File: src/hw/rtl/gsd_pkg.sv
// Shared constants, types and helper functions for the swipe gesture decoder.
// No dependencies; imported by gsd_divider and swipe_gesture_decoder.

package gsd_pkg;

    localparam int MAX_BATCH   = 32;
    localparam int MIN_BATCH   = 4;
    localparam int NEAR_NEEDED = 10;
    localparam int FAR_NEEDED  = 2;
    localparam int COUNT_MAX   = 63;
    localparam int RATIO_SCALE = 100;

    localparam int CHAN_W  = 8;
    localparam int DEN_W   = CHAN_W + 1;           // a + b
    localparam int QUO_W   = 7;                    // |ratio| <= 100
    localparam int MAG_W   = DEN_W + QUO_W - 1;    // |a - b| * 100
    localparam int RATIO_W = QUO_W + 1;            // signed ratio
    localparam int DELTA_W = RATIO_W + 1;          // difference of two ratios
    localparam int ACC_W   = 16;
    localparam int CNT_W   = 6;
    localparam int SENS_W  = 8;

    // Configuration register indexes
    localparam logic [1:0] REG_THRESHOLD   = 2'd0;
    localparam logic [1:0] REG_SWIPE_SENS  = 2'd1;
    localparam logic [1:0] REG_STILL_SENS  = 2'd2;

    // Proximity states
    localparam logic [1:0] PROX_NONE = 2'd0;
    localparam logic [1:0] PROX_NEAR = 2'd1;
    localparam logic [1:0] PROX_FAR  = 2'd2;

    // Direction codes
    localparam logic [2:0] GEST_NONE  = 3'd0;
    localparam logic [2:0] GEST_LEFT  = 3'd1;
    localparam logic [2:0] GEST_RIGHT = 3'd2;
    localparam logic [2:0] GEST_UP    = 3'd3;
    localparam logic [2:0] GEST_DOWN  = 3'd4;
    localparam logic [2:0] GEST_NEAR  = 3'd5;
    localparam logic [2:0] GEST_FAR   = 3'd6;

    // Votes
    localparam logic signed [1:0] VOTE_ZERO = 2'sb00;
    localparam logic signed [1:0] VOTE_POS  = 2'sb01;
    localparam logic signed [1:0] VOTE_NEG  = 2'sb11;

    typedef logic [CHAN_W-1:0] chan_t;

    typedef struct packed {
        logic  start;
        chan_t num_a;
        chan_t num_b;
    } div_req_t;

    typedef struct packed {
        logic                      done;
        logic signed [RATIO_W-1:0] quotient;
    } div_rsp_t;

    function automatic logic signed [1:0] make_vote(
        input logic signed [ACC_W-1:0] acc,
        input logic [SENS_W-1:0]       sens
    );
        logic signed [ACC_W:0] acc_x;
        logic signed [ACC_W:0] sens_x;
        acc_x  = {acc[ACC_W-1], acc};
        sens_x = {{(ACC_W + 1 - SENS_W){1'b0}}, sens};
        if (acc_x >= sens_x) begin
            return VOTE_POS;
        end else if (acc_x <= -sens_x) begin
            return VOTE_NEG;
        end
        return VOTE_ZERO;
    endfunction

    function automatic logic [ACC_W:0] acc_mag(input logic signed [ACC_W-1:0] acc);
        logic signed [ACC_W:0] acc_x;
        acc_x = {acc[ACC_W-1], acc};
        return acc_x[ACC_W] ? (ACC_W+1)'(0) - acc_x : acc_x;
    endfunction

    function automatic logic [2:0] decode_dir(
        input logic [1:0]              prox,
        input logic signed [1:0]       v_vote,
        input logic signed [1:0]       h_vote,
        input logic signed [ACC_W-1:0] v_acc,
        input logic signed [ACC_W-1:0] h_acc,
        input logic [2:0]              motion
    );
        logic [2:0] v_dir;
        logic [2:0] h_dir;
        v_dir = v_vote[1] ? GEST_RIGHT : GEST_LEFT;
        h_dir = h_vote[1] ? GEST_UP : GEST_DOWN;
        if (prox == PROX_NEAR) begin
            return GEST_NEAR;
        end else if (prox == PROX_FAR) begin
            return GEST_FAR;
        end else if (v_vote != VOTE_ZERO && h_vote == VOTE_ZERO) begin
            return v_dir;
        end else if (v_vote == VOTE_ZERO && h_vote != VOTE_ZERO) begin
            return h_dir;
        end else if (v_vote != VOTE_ZERO && h_vote != VOTE_ZERO) begin
            return (acc_mag(v_acc) > acc_mag(h_acc)) ? v_dir : h_dir;
        end
        return motion;
    endfunction

endpackage

File: src/hw/rtl/gsd_divider.sv
// Ratio unit: truncating 100*(a-b)/(a+b), one quotient bit per cycle.
// Depends on gsd_pkg for widths and the request/response structs.

module gsd_divider
    import gsd_pkg::*;
(
    input  logic     aclk,
    input  logic     aresetn,
    input  div_req_t req,
    output div_rsp_t rsp
);

    logic [CHAN_W-1:0] diff;
    logic [MAG_W-1:0]  mag;
    logic [DEN_W-1:0]  den;
    logic              rem_ge;
    logic [MAG_W-1:0]  rem_sub;

    logic [MAG_W-1:0] rem_reg,    rem_next;
    logic [MAG_W-1:0] den_sh_reg, den_sh_next;
    logic [QUO_W-1:0] quo_reg,    quo_next;
    logic [2:0]       step_reg,   step_next;
    logic             neg_reg,    neg_next;
    logic             zero_reg,   zero_next;
    logic             busy_reg,   busy_next;
    logic             done_reg,   done_next;

    logic signed [RATIO_W-1:0] quo_pos;

    always_comb begin
        diff    = (req.num_a >= req.num_b) ? req.num_a - req.num_b : req.num_b - req.num_a;
        mag     = MAG_W'(diff) * MAG_W'(RATIO_SCALE);
        den     = {1'b0, req.num_a} + {1'b0, req.num_b};
        rem_ge  = rem_reg >= den_sh_reg;
        rem_sub = rem_reg - den_sh_reg;
    end

    always_comb begin
        rem_next    = rem_reg;
        den_sh_next = den_sh_reg;
        quo_next    = quo_reg;
        step_next   = step_reg;
        neg_next    = neg_reg;
        zero_next   = zero_reg;
        busy_next   = busy_reg;
        done_next   = 1'b0;
        if (req.start) begin
            rem_next    = mag;
            den_sh_next = {den, {(QUO_W-1){1'b0}}};
            quo_next    = '0;
            step_next   = 3'(QUO_W - 1);
            neg_next    = req.num_a < req.num_b;
            zero_next   = den == '0;
            busy_next   = 1'b1;
        end else if (busy_reg) begin
            // restoring step: subtract the shifted divisor when it fits
            if (rem_ge) begin
                rem_next = rem_sub;
            end
            quo_next    = {quo_reg[QUO_W-2:0], rem_ge};
            den_sh_next = den_sh_reg >> 1;
            if (step_reg == 3'd0) begin
                busy_next = 1'b0;
                done_next = 1'b1;
            end else begin
                step_next = step_reg - 3'd1;
            end
        end
    end

    always_ff @(posedge aclk) begin
        rem_reg    <= rem_next;
        den_sh_reg <= den_sh_next;
        quo_reg    <= quo_next;
        step_reg   <= step_next;
        neg_reg    <= neg_next;
        zero_reg   <= zero_next;
        if (!aresetn) begin
            busy_reg <= 1'b0;
            done_reg <= 1'b0;
        end else begin
            busy_reg <= busy_next;
            done_reg <= done_next;
        end
    end

    assign quo_pos      = {1'b0, quo_reg};
    assign rsp.done     = done_reg;
    assign rsp.quotient = zero_reg ? '0 : (neg_reg ? -quo_pos : quo_pos);

endmodule

File: src/hw/rtl/swipe_gesture_decoder.sv
// Swipe gesture decoder top level: sample capture, batch sequencer, accumulators.
// Depends on gsd_pkg and gsd_divider (shared ratio unit).
//
//  Channel   Ports                                   Payload (low bit first)
//  --------  --------------------------------------  ------------------------------------
//  input     s_tvalid s_tready s_tdata s_tuser s_tlast  up, down, left, right; tuser: op;
//                                                    tlast: last sample of a FIFO batch
//  result    m_tvalid m_tready m_tdata                direction (3 bits), zero padded
//  config    cfg_valid cfg_ready cfg_index cfg_data  0 threshold, 1 swipe, 2 still sens.
//
//  A batch-closing sample whose batch is used runs four ratios one after another
//  through the single ratio unit, each with a start state, the quotient bits and a
//  result, then an accumulate state and a vote state. A gesture-end transfer waits
//  in the end state while the result register is still held by a stalled receiver.
//  s_tready is low while an item is in work. Reset (aresetn low, synchronous) loads
//  the register defaults and clears the gesture state except the first and latest
//  samples and the ratio deltas; no clearing pass follows. Config writes are always taken.

module swipe_gesture_decoder
    import gsd_pkg::*;
(
    input  logic        aclk,
    input  logic        aresetn,
    input  logic        s_tvalid,
    output logic        s_tready,
    input  logic [31:0] s_tdata,    // up[7:0], down[15:8], left[23:16], right[31:24]
    input  logic [0:0]  s_tuser,    // operation[0]: 0 sample, 1 gesture end
    input  logic        s_tlast,
    output logic        m_tvalid,
    input  logic        m_tready,
    output logic [7:0]  m_tdata,    // direction[2:0], zeros above
    input  logic        cfg_valid,
    output logic        cfg_ready,
    input  logic [1:0]  cfg_index,
    input  logic [7:0]  cfg_data
);

    localparam logic [2:0] ST_IDLE      = 3'd0;
    localparam logic [2:0] ST_DIV_START = 3'd1;
    localparam logic [2:0] ST_DIV_WAIT  = 3'd2;
    localparam logic [2:0] ST_ACCUM     = 3'd3;
    localparam logic [2:0] ST_VOTE      = 3'd4;
    localparam logic [2:0] ST_END       = 3'd5;

    // Config registers
    logic [SENS_W-1:0] thr_reg,         thr_next;
    logic [SENS_W-1:0] swipe_sens_reg,  swipe_sens_next;
    logic [SENS_W-1:0] still_sens_reg,  still_sens_next;

    // Sequencer
    logic [2:0] state_reg, state_next;
    logic [1:0] phase_reg, phase_next;

    // Gesture state
    logic [31:0]              first_reg,    first_next;
    logic [31:0]              latest_reg,   latest_next;
    logic                     found_reg,    found_next;
    logic [CNT_W-1:0]         count_reg,    count_next;
    logic signed [DELTA_W-1:0] ud_reg,      ud_next;
    logic signed [DELTA_W-1:0] lr_reg,      lr_next;
    logic signed [ACC_W-1:0]  vacc_reg,     vacc_next;
    logic signed [ACC_W-1:0]  hacc_reg,     hacc_next;
    logic signed [1:0]        vvote_reg,    vvote_next;
    logic signed [1:0]        hvote_reg,    hvote_next;
    logic [7:0]               near_reg,     near_next;
    logic [7:0]               far_reg,      far_next;
    logic [1:0]               prox_reg,     prox_next;
    logic [2:0]               motion_reg,   motion_next;

    // Result register
    logic       m_valid_reg, m_valid_next;
    logic [2:0] m_dir_reg,   m_dir_next;

    div_req_t div_req;
    div_rsp_t div_rsp;

    logic              s_fire;
    logic              cfg_fire;
    logic              qualify;
    logic [CNT_W:0]    total;
    logic              batch_go;
    logic [31:0]       div_src;
    logic              end_go;

    logic signed [ACC_W:0]     vsum;
    logic signed [ACC_W:0]     hsum;
    logic signed [1:0]         vv;
    logic signed [1:0]         hv;
    logic [DELTA_W-1:0]        ud_mag;
    logic [DELTA_W-1:0]        lr_mag;
    logic                      small_move;
    logic                      both_zero;
    logic [7:0]                near_inc;
    logic [7:0]                far_inc;

    gsd_divider u_divider (
        .aclk    (aclk),
        .aresetn (aresetn),
        .req     (div_req),
        .rsp     (div_rsp)
    );

    assign s_tready  = state_reg == ST_IDLE;
    assign cfg_ready = 1'b1;
    assign s_fire    = s_tvalid && s_tready;
    assign cfg_fire  = cfg_valid && cfg_ready;
    assign m_tvalid  = m_valid_reg;
    assign m_tdata   = {5'd0, m_dir_reg};

    // A sample qualifies only when every channel is strictly above threshold
    assign qualify = (s_tdata[7:0] > thr_reg) && (s_tdata[15:8] > thr_reg) &&
                     (s_tdata[23:16] > thr_reg) && (s_tdata[31:24] > thr_reg);
    assign total    = {1'b0, count_reg} + (CNT_W+1)'(1);
    assign batch_go = (total > (CNT_W+1)'(MIN_BATCH)) &&
                      (total <= (CNT_W+1)'(MAX_BATCH)) && (found_reg || qualify);
    assign end_go   = !m_valid_reg || m_tready;

    // Ratio operands: latest then first for up/down, then the same for left/right
    assign div_src       = phase_reg[0] ? first_reg : latest_reg;
    assign div_req.start = state_reg == ST_DIV_START;
    assign div_req.num_a = phase_reg[1] ? div_src[23:16] : div_src[7:0];
    assign div_req.num_b = phase_reg[1] ? div_src[31:24] : div_src[15:8];

    // Accumulate and vote datapath
    always_comb begin
        vsum       = {vacc_reg[ACC_W-1], vacc_reg} + (ACC_W+1)'(ud_reg);
        hsum       = {hacc_reg[ACC_W-1], hacc_reg} + (ACC_W+1)'(lr_reg);
        vv         = make_vote(vacc_reg, swipe_sens_reg);
        hv         = make_vote(hacc_reg, swipe_sens_reg);
        ud_mag     = ud_reg[DELTA_W-1] ? DELTA_W'(-ud_reg) : DELTA_W'(ud_reg);
        lr_mag     = lr_reg[DELTA_W-1] ? DELTA_W'(-lr_reg) : DELTA_W'(lr_reg);
        small_move = (ud_mag < DELTA_W'(still_sens_reg)) && (lr_mag < DELTA_W'(still_sens_reg));
        both_zero  = (ud_reg == '0) && (lr_reg == '0);
        near_inc   = (near_reg == 8'hFF) ? near_reg : near_reg + 8'd1;
        far_inc    = (far_reg == 8'hFF) ? far_reg : far_reg + 8'd1;
    end

    always_comb begin
        thr_next        = thr_reg;
        swipe_sens_next = swipe_sens_reg;
        still_sens_next = still_sens_reg;
        state_next      = state_reg;
        phase_next      = phase_reg;
        first_next      = first_reg;
        latest_next     = latest_reg;
        found_next      = found_reg;
        count_next      = count_reg;
        ud_next         = ud_reg;
        lr_next         = lr_reg;
        vacc_next       = vacc_reg;
        hacc_next       = hacc_reg;
        vvote_next      = vvote_reg;
        hvote_next      = hvote_reg;
        near_next       = near_reg;
        far_next        = far_reg;
        prox_next       = prox_reg;
        motion_next     = motion_reg;
        m_valid_next    = m_valid_reg;
        m_dir_next      = m_dir_reg;

        if (cfg_fire) begin
            unique case (cfg_index)
                REG_THRESHOLD:  thr_next        = cfg_data;
                REG_SWIPE_SENS: swipe_sens_next = cfg_data;
                REG_STILL_SENS: still_sens_next = cfg_data;
                default: ;
            endcase
        end

        // Drop the result once it has been transferred
        if (m_valid_reg && m_tready) begin
            m_valid_next = 1'b0;
        end

        unique case (state_reg)
            ST_IDLE: begin
                if (s_fire) begin
                    if (s_tuser[0]) begin
                        state_next = ST_END;
                    end else begin
                        if (qualify) begin
                            if (!found_reg) begin
                                first_next = s_tdata;
                                found_next = 1'b1;
                            end
                            latest_next = s_tdata;
                        end
                        if (s_tlast) begin
                            count_next = '0;
                            found_next = 1'b0;
                            if (batch_go) begin
                                phase_next = 2'd0;
                                state_next = ST_DIV_START;
                            end
                        end else if (count_reg != CNT_W'(COUNT_MAX)) begin
                            count_next = count_reg + CNT_W'(1);
                        end
                    end
                end
            end
            ST_DIV_START: begin
                state_next = ST_DIV_WAIT;
            end
            ST_DIV_WAIT: begin
                if (div_rsp.done) begin
                    // Delta is latest ratio minus first ratio
                    if (phase_reg[1]) begin
                        lr_next = phase_reg[0] ? lr_reg - DELTA_W'(div_rsp.quotient)
                                               : DELTA_W'(div_rsp.quotient);
                    end else begin
                        ud_next = phase_reg[0] ? ud_reg - DELTA_W'(div_rsp.quotient)
                                               : DELTA_W'(div_rsp.quotient);
                    end
                    if (phase_reg == 2'd3) begin
                        state_next = ST_ACCUM;
                    end else begin
                        phase_next = phase_reg + 2'd1;
                        state_next = ST_DIV_START;
                    end
                end
            end
            ST_ACCUM: begin
                // Saturate to the 16-bit signed range
                if (vsum[ACC_W] != vsum[ACC_W-1]) begin
                    vacc_next = vsum[ACC_W] ? {1'b1, {(ACC_W-1){1'b0}}} : {1'b0, {(ACC_W-1){1'b1}}};
                end else begin
                    vacc_next = vsum[ACC_W-1:0];
                end
                if (hsum[ACC_W] != hsum[ACC_W-1]) begin
                    hacc_next = hsum[ACC_W] ? {1'b1, {(ACC_W-1){1'b0}}} : {1'b0, {(ACC_W-1){1'b1}}};
                end else begin
                    hacc_next = hsum[ACC_W-1:0];
                end
                state_next = ST_VOTE;
            end
            ST_VOTE: begin
                vvote_next = vv;
                hvote_next = hv;
                if (vv == VOTE_ZERO && hv == VOTE_ZERO) begin
                    if (small_move) begin
                        if (both_zero) begin
                            near_next = near_inc;
                        end else begin
                            far_next = far_inc;
                        end
                        if (near_next >= 8'(NEAR_NEEDED) && far_next >= 8'(FAR_NEEDED)) begin
                            if (both_zero) begin
                                prox_next = PROX_NEAR;
                            end else if (ud_reg != '0 && lr_reg != '0) begin
                                prox_next = PROX_FAR;
                            end
                            // Votes are zero here, so only proximity can set the code
                            if (prox_next == PROX_NEAR) begin
                                motion_next = GEST_NEAR;
                            end else if (prox_next == PROX_FAR) begin
                                motion_next = GEST_FAR;
                            end
                        end
                    end
                end else if (small_move) begin
                    if (both_zero) begin
                        near_next = near_inc;
                    end
                    if (near_next >= 8'(NEAR_NEEDED)) begin
                        vvote_next = VOTE_ZERO;
                        hvote_next = VOTE_ZERO;
                        vacc_next  = '0;
                        hacc_next  = '0;
                    end
                end
                state_next = ST_IDLE;
            end
            ST_END: begin
                // Hold until the result register is free, then emit and clear
                if (end_go) begin
                    m_valid_next = 1'b1;
                    m_dir_next   = decode_dir(prox_reg, vvote_reg, hvote_reg,
                                              vacc_reg, hacc_reg, motion_reg);
                    first_next   = '0;
                    latest_next  = '0;
                    found_next   = 1'b0;
                    count_next   = '0;
                    vacc_next    = '0;
                    hacc_next    = '0;
                    vvote_next   = VOTE_ZERO;
                    hvote_next   = VOTE_ZERO;
                    near_next    = '0;
                    far_next     = '0;
                    prox_next    = PROX_NONE;
                    motion_next  = GEST_NONE;
                    state_next   = ST_IDLE;
                end
            end
            default: begin
                state_next = ST_IDLE;
            end
        endcase
    end

    always_ff @(posedge aclk) begin
        first_reg  <= first_next;
        latest_reg <= latest_next;
        ud_reg     <= ud_next;
        lr_reg     <= lr_next;
        m_dir_reg  <= m_dir_next;
        phase_reg  <= phase_next;
        if (!aresetn) begin
            thr_reg        <= 8'd10;
            swipe_sens_reg <= 8'd50;
            still_sens_reg <= 8'd20;
            state_reg      <= ST_IDLE;
            found_reg      <= 1'b0;
            count_reg      <= '0;
            vacc_reg       <= '0;
            hacc_reg       <= '0;
            vvote_reg      <= VOTE_ZERO;
            hvote_reg      <= VOTE_ZERO;
            near_reg       <= '0;
            far_reg        <= '0;
            prox_reg       <= PROX_NONE;
            motion_reg     <= GEST_NONE;
            m_valid_reg    <= 1'b0;
        end else begin
            thr_reg        <= thr_next;
            swipe_sens_reg <= swipe_sens_next;
            still_sens_reg <= still_sens_next;
            state_reg      <= state_next;
            found_reg      <= found_next;
            count_reg      <= count_next;
            vacc_reg       <= vacc_next;
            hacc_reg       <= hacc_next;
            vvote_reg      <= vvote_next;
            hvote_reg      <= hvote_next;
            near_reg       <= near_next;
            far_reg        <= far_next;
            prox_reg       <= prox_next;
            motion_reg     <= motion_next;
            m_valid_reg    <= m_valid_next;
        end
    end

    // The ratio unit reports only while the sequencer waits for it
    assert property (@(posedge aclk) disable iff (!aresetn)
        div_rsp.done |-> state_reg == ST_DIV_WAIT)
        else $error("ratio unit finished outside a wait state");

    // A new result appears only from the gesture-end state
    assert property (@(posedge aclk) disable iff (!aresetn)
        $rose(m_valid_reg) |-> $past(state_reg) == ST_END)
        else $error("result raised without a gesture end");

    // After a gesture end is emitted, the near/far counts, vertical accumulator and proximity are cleared
    assert property (@(posedge aclk) disable iff (!aresetn)
        (state_reg == ST_END && end_go) |=>
            (near_reg == '0 && far_reg == '0 && vacc_reg == '0 && prox_reg == PROX_NONE))
        else $error("gesture state not cleared after gesture end");

    // Votes stay within -1, 0, +1
    assert property (@(posedge aclk) disable iff (!aresetn)
        (vvote_reg != 2'sb10) && (hvote_reg != 2'sb10))
        else $error("vote out of range");

endmodule
File: config.mk
export PLATFORM = sky130hd
export DESIGN_NAME = swipe_gesture_decoder
export DESIGN_NICKNAME = d
export VERILOG_FILES = /design/src/hw/rtl/gsd_pkg.sv /design/src/hw/rtl/gsd_divider.sv /design/src/hw/rtl/swipe_gesture_decoder.sv
export SDC_FILE = /design/constraint.sdc
export NUM_CORES = 1
export LEC_CHECK = 0
export BUFFER_PORTS_ARGS = -buffer_cell sky130_fd_sc_hd__buf_2
export CORE_UTILIZATION = 47
export CTS_CLUSTER_SIZE = 16
export DETAILED_ROUTE_END_ITERATION = 16
export SLEW_MARGIN = 20
export SYNTH_ARGS = -nofsm -noshare
export SYNTH_HDL_FRONTEND = slang
export SYNTH_SLANG_ARGS = --single-unit
File: constraint.sdc
create_clock -name aclk -period 15.3 [get_ports aclk]
set_clock_uncertainty 0.2 [all_clocks]
set_input_delay 3.06 -clock aclk [delete_from_list [all_inputs] [get_ports aclk]]
set_output_delay 3.06 -clock aclk [all_outputs]
set_load 0.005 [all_outputs]
==> Word-level counts from Yosys, hierarchy flattened <==
Cells that the tools add are included.
W data, S select, Z words.
{ "classes": {"n_addsub": 20, "n_mul": 1, "order_cmp": 19, "eq_ne": 36, "n_mux": 142, "n_bitwise": 4, "reduce_logical": 60} }
{ "ops": {"columns": ["operator", "n"], "rows": [
  ["$mux W32", 9],
  ["$mux W8", 23],
  ["$mux W16", 8],
  ["$pmux W32 S2", 2],
  ["$pmux W16 S3", 2],
  ["$mux W15", 5],
  ["$mux W2", 30],
  ["$mux W3", 19],
  ["$mux W9", 4],
  ["$add A16 B9 Y17", 2],
  ["$le A16 B17 Y1", 2],
  ["$mux W17", 2],
  ["$sub A1 B16 Y17 const A", 2],
  ["$ge A16 B9 Y1", 2],
  ["$gt A8 B8 Y1", 4],
  ["$pmux W8 S2", 2],
  ["$mux W6", 5],
  ["$reduce_and A5 Y1", 6],
  ["$logic_not A9 Y1", 3],
  ["$mux W1", 23],
  ["$lt A9 B8 Y1", 2],
  ["$ne A2 B2 Y1 const B", 9],
  ["$neg A9 Y9", 2],
  ["$reduce_bool A9 Y1", 2],
  ["50 further kinds", 112]
]} }
{ "totals": {"ff_bits": 223, "output_inout_bits": 11} }

==> Longest topological paths before layout <==
{ "depth": {"depth_word": 22, "depth_mapped": 27, "ltp_nobuf": 25} }

==> Hierarchy <==
From an unflattened synthesis, not the netlist that was laid out.
{ "hier_totals": {"cells_unflattened": 2032, "hier_area_um2": 18241.2} }
{ "by_module_without_submodules": {"columns": ["module", "instances", "cells_each", "area_per_inst_um2"], "rows": [
  ["swipe_gesture_decoder", 1, 1533, 13730.7],
  ["gsd_divider", 1, 499, 4510.6]
]} }

==> Worst setup path before layout <==
No wires, ideal clock.
{ "synth_path": {"path_type": "flip-flop to flip-flop", "from": "reg phase_reg[0]", "to": "reg u_divider.rem_reg[14], data pin", "setup_time_ps": 277, "arrival_ps": 6239, "required_ps": 14823, "path_slack_ps": 8584, "stages_incl_launch_ff": 26, "n_path_buf": 3, "period_less_slack_ps": 6716, "cell_sequence": "edfxtp_1 -> clkbuf_1 -> buf_1 -> mux4_2 -> fa_1 -> a21oi_1 -> o21bai_1 -> a221oi_1 -> a21boi_1 -> buf_2 -> mux2i_1 -> xnor2_1 -> ha_1 -> ha_1 -> inv_1 -> fa_1 -> inv_1 -> ha_1 -> a21o_1 -> a21oi_1 -> o21bai_1 -> a21oi_1 -> o21bai_1 -> a21oi_1 -> mux2i_1 -> o41ai_1"} }
{ "synth_via": {"elab_chain_cells": 6, "elab_cells_between_ends": 9, "cone_classes": "2 x add/sub; 1 x mul; 1 x order compare; 5 x mux"} }
{ "synth_rtl": {"columns": ["element", "line_no", "source"], "rows": [
  ["start: declaration", "swipe_gesture_decoder.sv:52", "logic [1:0] phase_reg, phase_next;"],
  ["start signal: assignment", "swipe_gesture_decoder.sv:306", "phase_reg <= phase_next;"],
  ["$mux W32 *", "swipe_gesture_decoder.sv:119", "assign div_src = phase_reg[0] ? first_reg : latest_reg;"],
  ["$mux W8 (on tied branches)", "swipe_gesture_decoder.sv:122, swipe_gesture_decoder.sv:121", null],
  ["$sub A8 B8 Y8 or $ge A8 B8 Y1 (tied branches)", "gsd_divider.sv:31", "diff = (req.num_a >= req.num_b) ? req.num_a - req.num_b : req.num_b - req.num_a;"],
  ["$mux W8 *", "gsd_divider.sv:31", null],
  ["$mul A8 B5 Y13 *", "gsd_divider.sv:32", "mag = MAG_W'(diff) * MAG_W'(RATIO_SCALE);"],
  ["$mux W15 *", "gsd_divider.sv:47", "if (req.start) begin"],
  ["via u_divider.rem_next[14]", "gsd_divider.sv:19", "logic [MAG_W-1:0] rem_reg, rem_next;"],
  ["end signal: assignment", "gsd_divider.sv:72", "rem_reg <= rem_next;"],
  ["end: declaration", "gsd_divider.sv:19", null]
]} }
The timed path passes the listed nets; every way through them passes the cells marked *.
A chain may end at the register's enable or synchronous reset.

==> Worst setup path in the final report <==
Same ends and word-level chain as after synthesis.

==> flow_summary.json <==
{
  "detail-route-antenna-nets": 0,
  "power_per_cell_area_nw_per_um2": 98.81,
  "syn2layout_area_growth_pct": 9.633,
  "place_congestion": 0.8883,
  "worstSetupPathType": "register to register",
  "core_area_um2": 36960,
  "worstMarginPinSlew_ns": 1.100,
  "status": "complete, no violations",
  "antenna_found_initial": 0,
  "dp.final_hpwl_um": 34470,
  "min_period_ns": 7.373,
  "max-clock-path-buffers": 3,
  "grt_pass1_wl_um": 74230,
  "cap_violations": 0,
  "cts_buffers": 27,
  "synth_top_area_share_pct": 18.72,
  "cts_setup_buffers": 0,
  "initial_core_util_pct": 48.18,
  "wl_um": 44950,
  "yosysWarnings": 0,
  "firstDrtPassIters": 5,
  "die_area_um2": 38670,
  "io-pin-count": 60,
  "crit_arrival_ns": 7.44,
  "antenna_cells": 0,
  "rsz0062_at_grt": "no",
  "finalSetupTns_ns": 0,
  "htreeDepth": 1,
  "cts.clk_slew.worst_paths_ns": 0.06,
  "drt-initial-drc-count": 924,
  "syn_inst": 1936,
  "cts_tree": "done",
  "worst_slew_margin_rel_pct": 26.21,
  "gr-total-overflow": 0,
  "seq_area_frac_synth_pct": 31.31,
  "power.leakage_uw": 0.008454,
  "startpoint_type": "register",
  "vias": 14490,
  "fillers": 3442,
  "first_global_vias": 14410,
  "synth_edf_count": 111,
  "syn_area_per_cell_um2": 9.198,
  "drt_drc_violations_left": 0,
  "die_w_um": 196.6,
  "vias_per_cell": 5.810,
  "path_max_fanout": 36,
  "synth_largest_area_cell": "edfxtp_1",
  "fin_nets": 2268,
  "finalHoldViolCount": 0,
  "ys_async_sr_fraction_pct": 0,
  "yosysUniqueCellTypes": 92,
  "postCtsResizedCells": 0,
  "max-vdd-ir-drop_mv": 0.08671,
  "synth_flop_cell": "dfxtp_1",
  "hp-class": "register to register",
  "fin_util_pct": 52.82,
  "max_clock_freq_mhz": 135.6,
  "drv_slew": 0,
  "clk_latency_ns": 0.55,
  "grt_max_degree": 37,
  "grt.total_usage_pct": 23.54,
  "ys_ff_latch": 223,
  "cts_hold_buf": 0,
  "synth.cell_area_um2": 17810,
  "portBuffers": 53,
  "finalCritPeriodShare_pct": 48.19,
  "cp-end-kind": "register",
  "drive_gt1_share_pct": 8.392,
  "num_rows": 70,
  "routedWlPerCell_um": 18.02,
  "synth.area.top_cells": "edfxtp_1 19%, ha_1 17%, dfxtp_1 13%, xnor2_1 3.9%, a21oi_1 3.3%",
  "die_h_um": 196.6,
  "cts-root-buf": "clkbuf_16",
  "cts.sinks": 223,
  "finalSetupViolCount": 0,
  "crit_required_ns": 15.37
}
synth_stat cells (19+ instances only):
| cell type | number |
|---|---|
| a21o_1 | 41 |
| a21oi_1 | 119 |
| and2_1 | 34 |
| and3_1 | 20 |
| clkbuf_1 | 49 |
| dfxtp_1 | 112 |
| edfxtp_1 | 111 |
| ha_1 | 239 |
| inv_1 | 137 |
| mux2i_1 | 50 |
| nand2_1 | 131 |
| nand2b_1 | 27 |
| nand3_1 | 48 |
| nand4_1 | 23 |
| nor2_1 | 148 |
| nor2b_1 | 28 |
| nor3_1 | 39 |
| o21a_1 | 28 |
| o21ai_0 | 87 |
| o2bb2ai_1 | 30 |
| o31ai_1 | 23 |
| or3_1 | 19 |
| xnor2_1 | 80 |
| xor2_1 | 28 |
worst max-delay path, stage by stage, from the launching register on:
cell and delay (ns):
edfxtp_1 0.32, buf_4 0.44, mux4_2 0.60, inv_1 0.07, ha_1 0.13, inv_1 0.06, fa_1 0.40, a21oi_1 0.16
o21bai_1 0.10, a221oi_1 0.32, a21boi_1 0.87, mux2i_1 0.47, xnor2_1 0.17, ha_1 0.26, ha_1 0.28, inv_1 0.05
fa_1 0.49, inv_1 0.04, ha_1 0.32, a21o_1 0.19, a21oi_1 0.22, o21bai_1 0.09, a21oi_1 0.22, o21bai_1 0.09
a21oi_1 0.20, mux2i_1 0.22, o41ai_1 0.09
where the power goes:
group / internal (µW) / switching [µW]
logic: 248 / 323
clock network: 415 / 265
registers: 659 / 18.6
worst paths after layout:
path         cells past startpoint  slack [ns]                       start                               to
max reg2reg                     26        7.93  phase_reg[0]$_SDFFCE_PP0P_  u_divider.rem_reg[14]$_DFFE_PP_
max                             26        7.93  phase_reg[0]$_SDFFCE_PP0P_  u_divider.rem_reg[14]$_DFFE_PP_
min reg2reg                      2        0.28  motion_reg[0]$_SDFFE_PN0P_       motion_reg[0]$_SDFFE_PN0P_
min                              2        0.28  motion_reg[0]$_SDFFE_PN0P_       motion_reg[0]$_SDFFE_PN0P_
layer usage:
layer / global-route usage (%) / vias up / wire length [µm]
met4: 4.766 / 0 / 724
met3: 2.413 / 52 / 2187
li1: - / 7199 / -
met1: 33.54 / 6873 / 21950
met2: 38.68 / 365 / 20090
met5: 0 / - / 0
through the flow:
stage | instance area [µm²] | hold WS [ns] | power [µW] | cells | worst slack, ns
3_5_place_dp | 18530 | 0.2738 | 1256 | 2443 | 7.984
2_1_floorplan | 17830 | 0.2416 | 1125 | 1942 | 8.584
6_report | 19520 | 0.2802 | 1929 | 2494 | 7.927
4_1_cts | 19490 | 0.2817 | 1940 | 2493 | 7.945
5_1_grt | 19520 | 0.3166 | 2047 | 2494 | 7.509
3_3_place_gp | 18530 | 0.2641 | 1245 | 2443 | 8.115
placed cells by master, fill, tap and decap left out, types with 13 or more instances in the layout:
cell / count
nor2_1: 148
dfxtp_1: 112
nand4_1: 23
edfxtp_1: 111
and3_1: 20
o21bai_1: 14
buf_2: 53
inv_1: 137
o2bb2ai_1: 30
buf_4: 13
and2_1: 34
a211oi_1: 17
nor4_1: 13
nand2b_1: 27
nor3_1: 39
xnor2_1: 80
mux4_2: 16
nand3_1: 48
ha_1: 239
nor2b_1: 28
o21a_1: 28
xor2_1: 28
o31ai_1: 23
clkbuf_16: 29
or3_1: 19
a21oi_1: 118
a21o_1: 41
o211ai_1: 16
o21ai_0: 87
a31oi_1: 13
nand2_1: 131
mux2i_1: 50
kinds of logic after synthesis:
kind of cell | count (synthesis) | synth area share, %
xor+xnor | 108 | 5.312
mux | 74 | 5.361
other cells | 2 | 0.04217
simple gates | 596 | 17.36
compound gates | 475 | 17.90
buf+inv | 207 | 4.637
fa+ha+maj | 251 | 18.09
flops | 223 | 31.31
final cells by class:
cell class / count / area (µm²) / area share [%]
clock inverter: 16 / 173.9 / 0.8909
timing repair buffer: 67 / 390.4 / 2.000
sequential: 223 / 5575 / 28.56
inverter: 138 / 518.0 / 2.653
multi-input combinational: 1512 / 11450 / 58.65
tap: 504 / 630.6 / 3.230
clock buffer: 34 / 784.5 / 4.018
(Power assumes the default switching activity.)
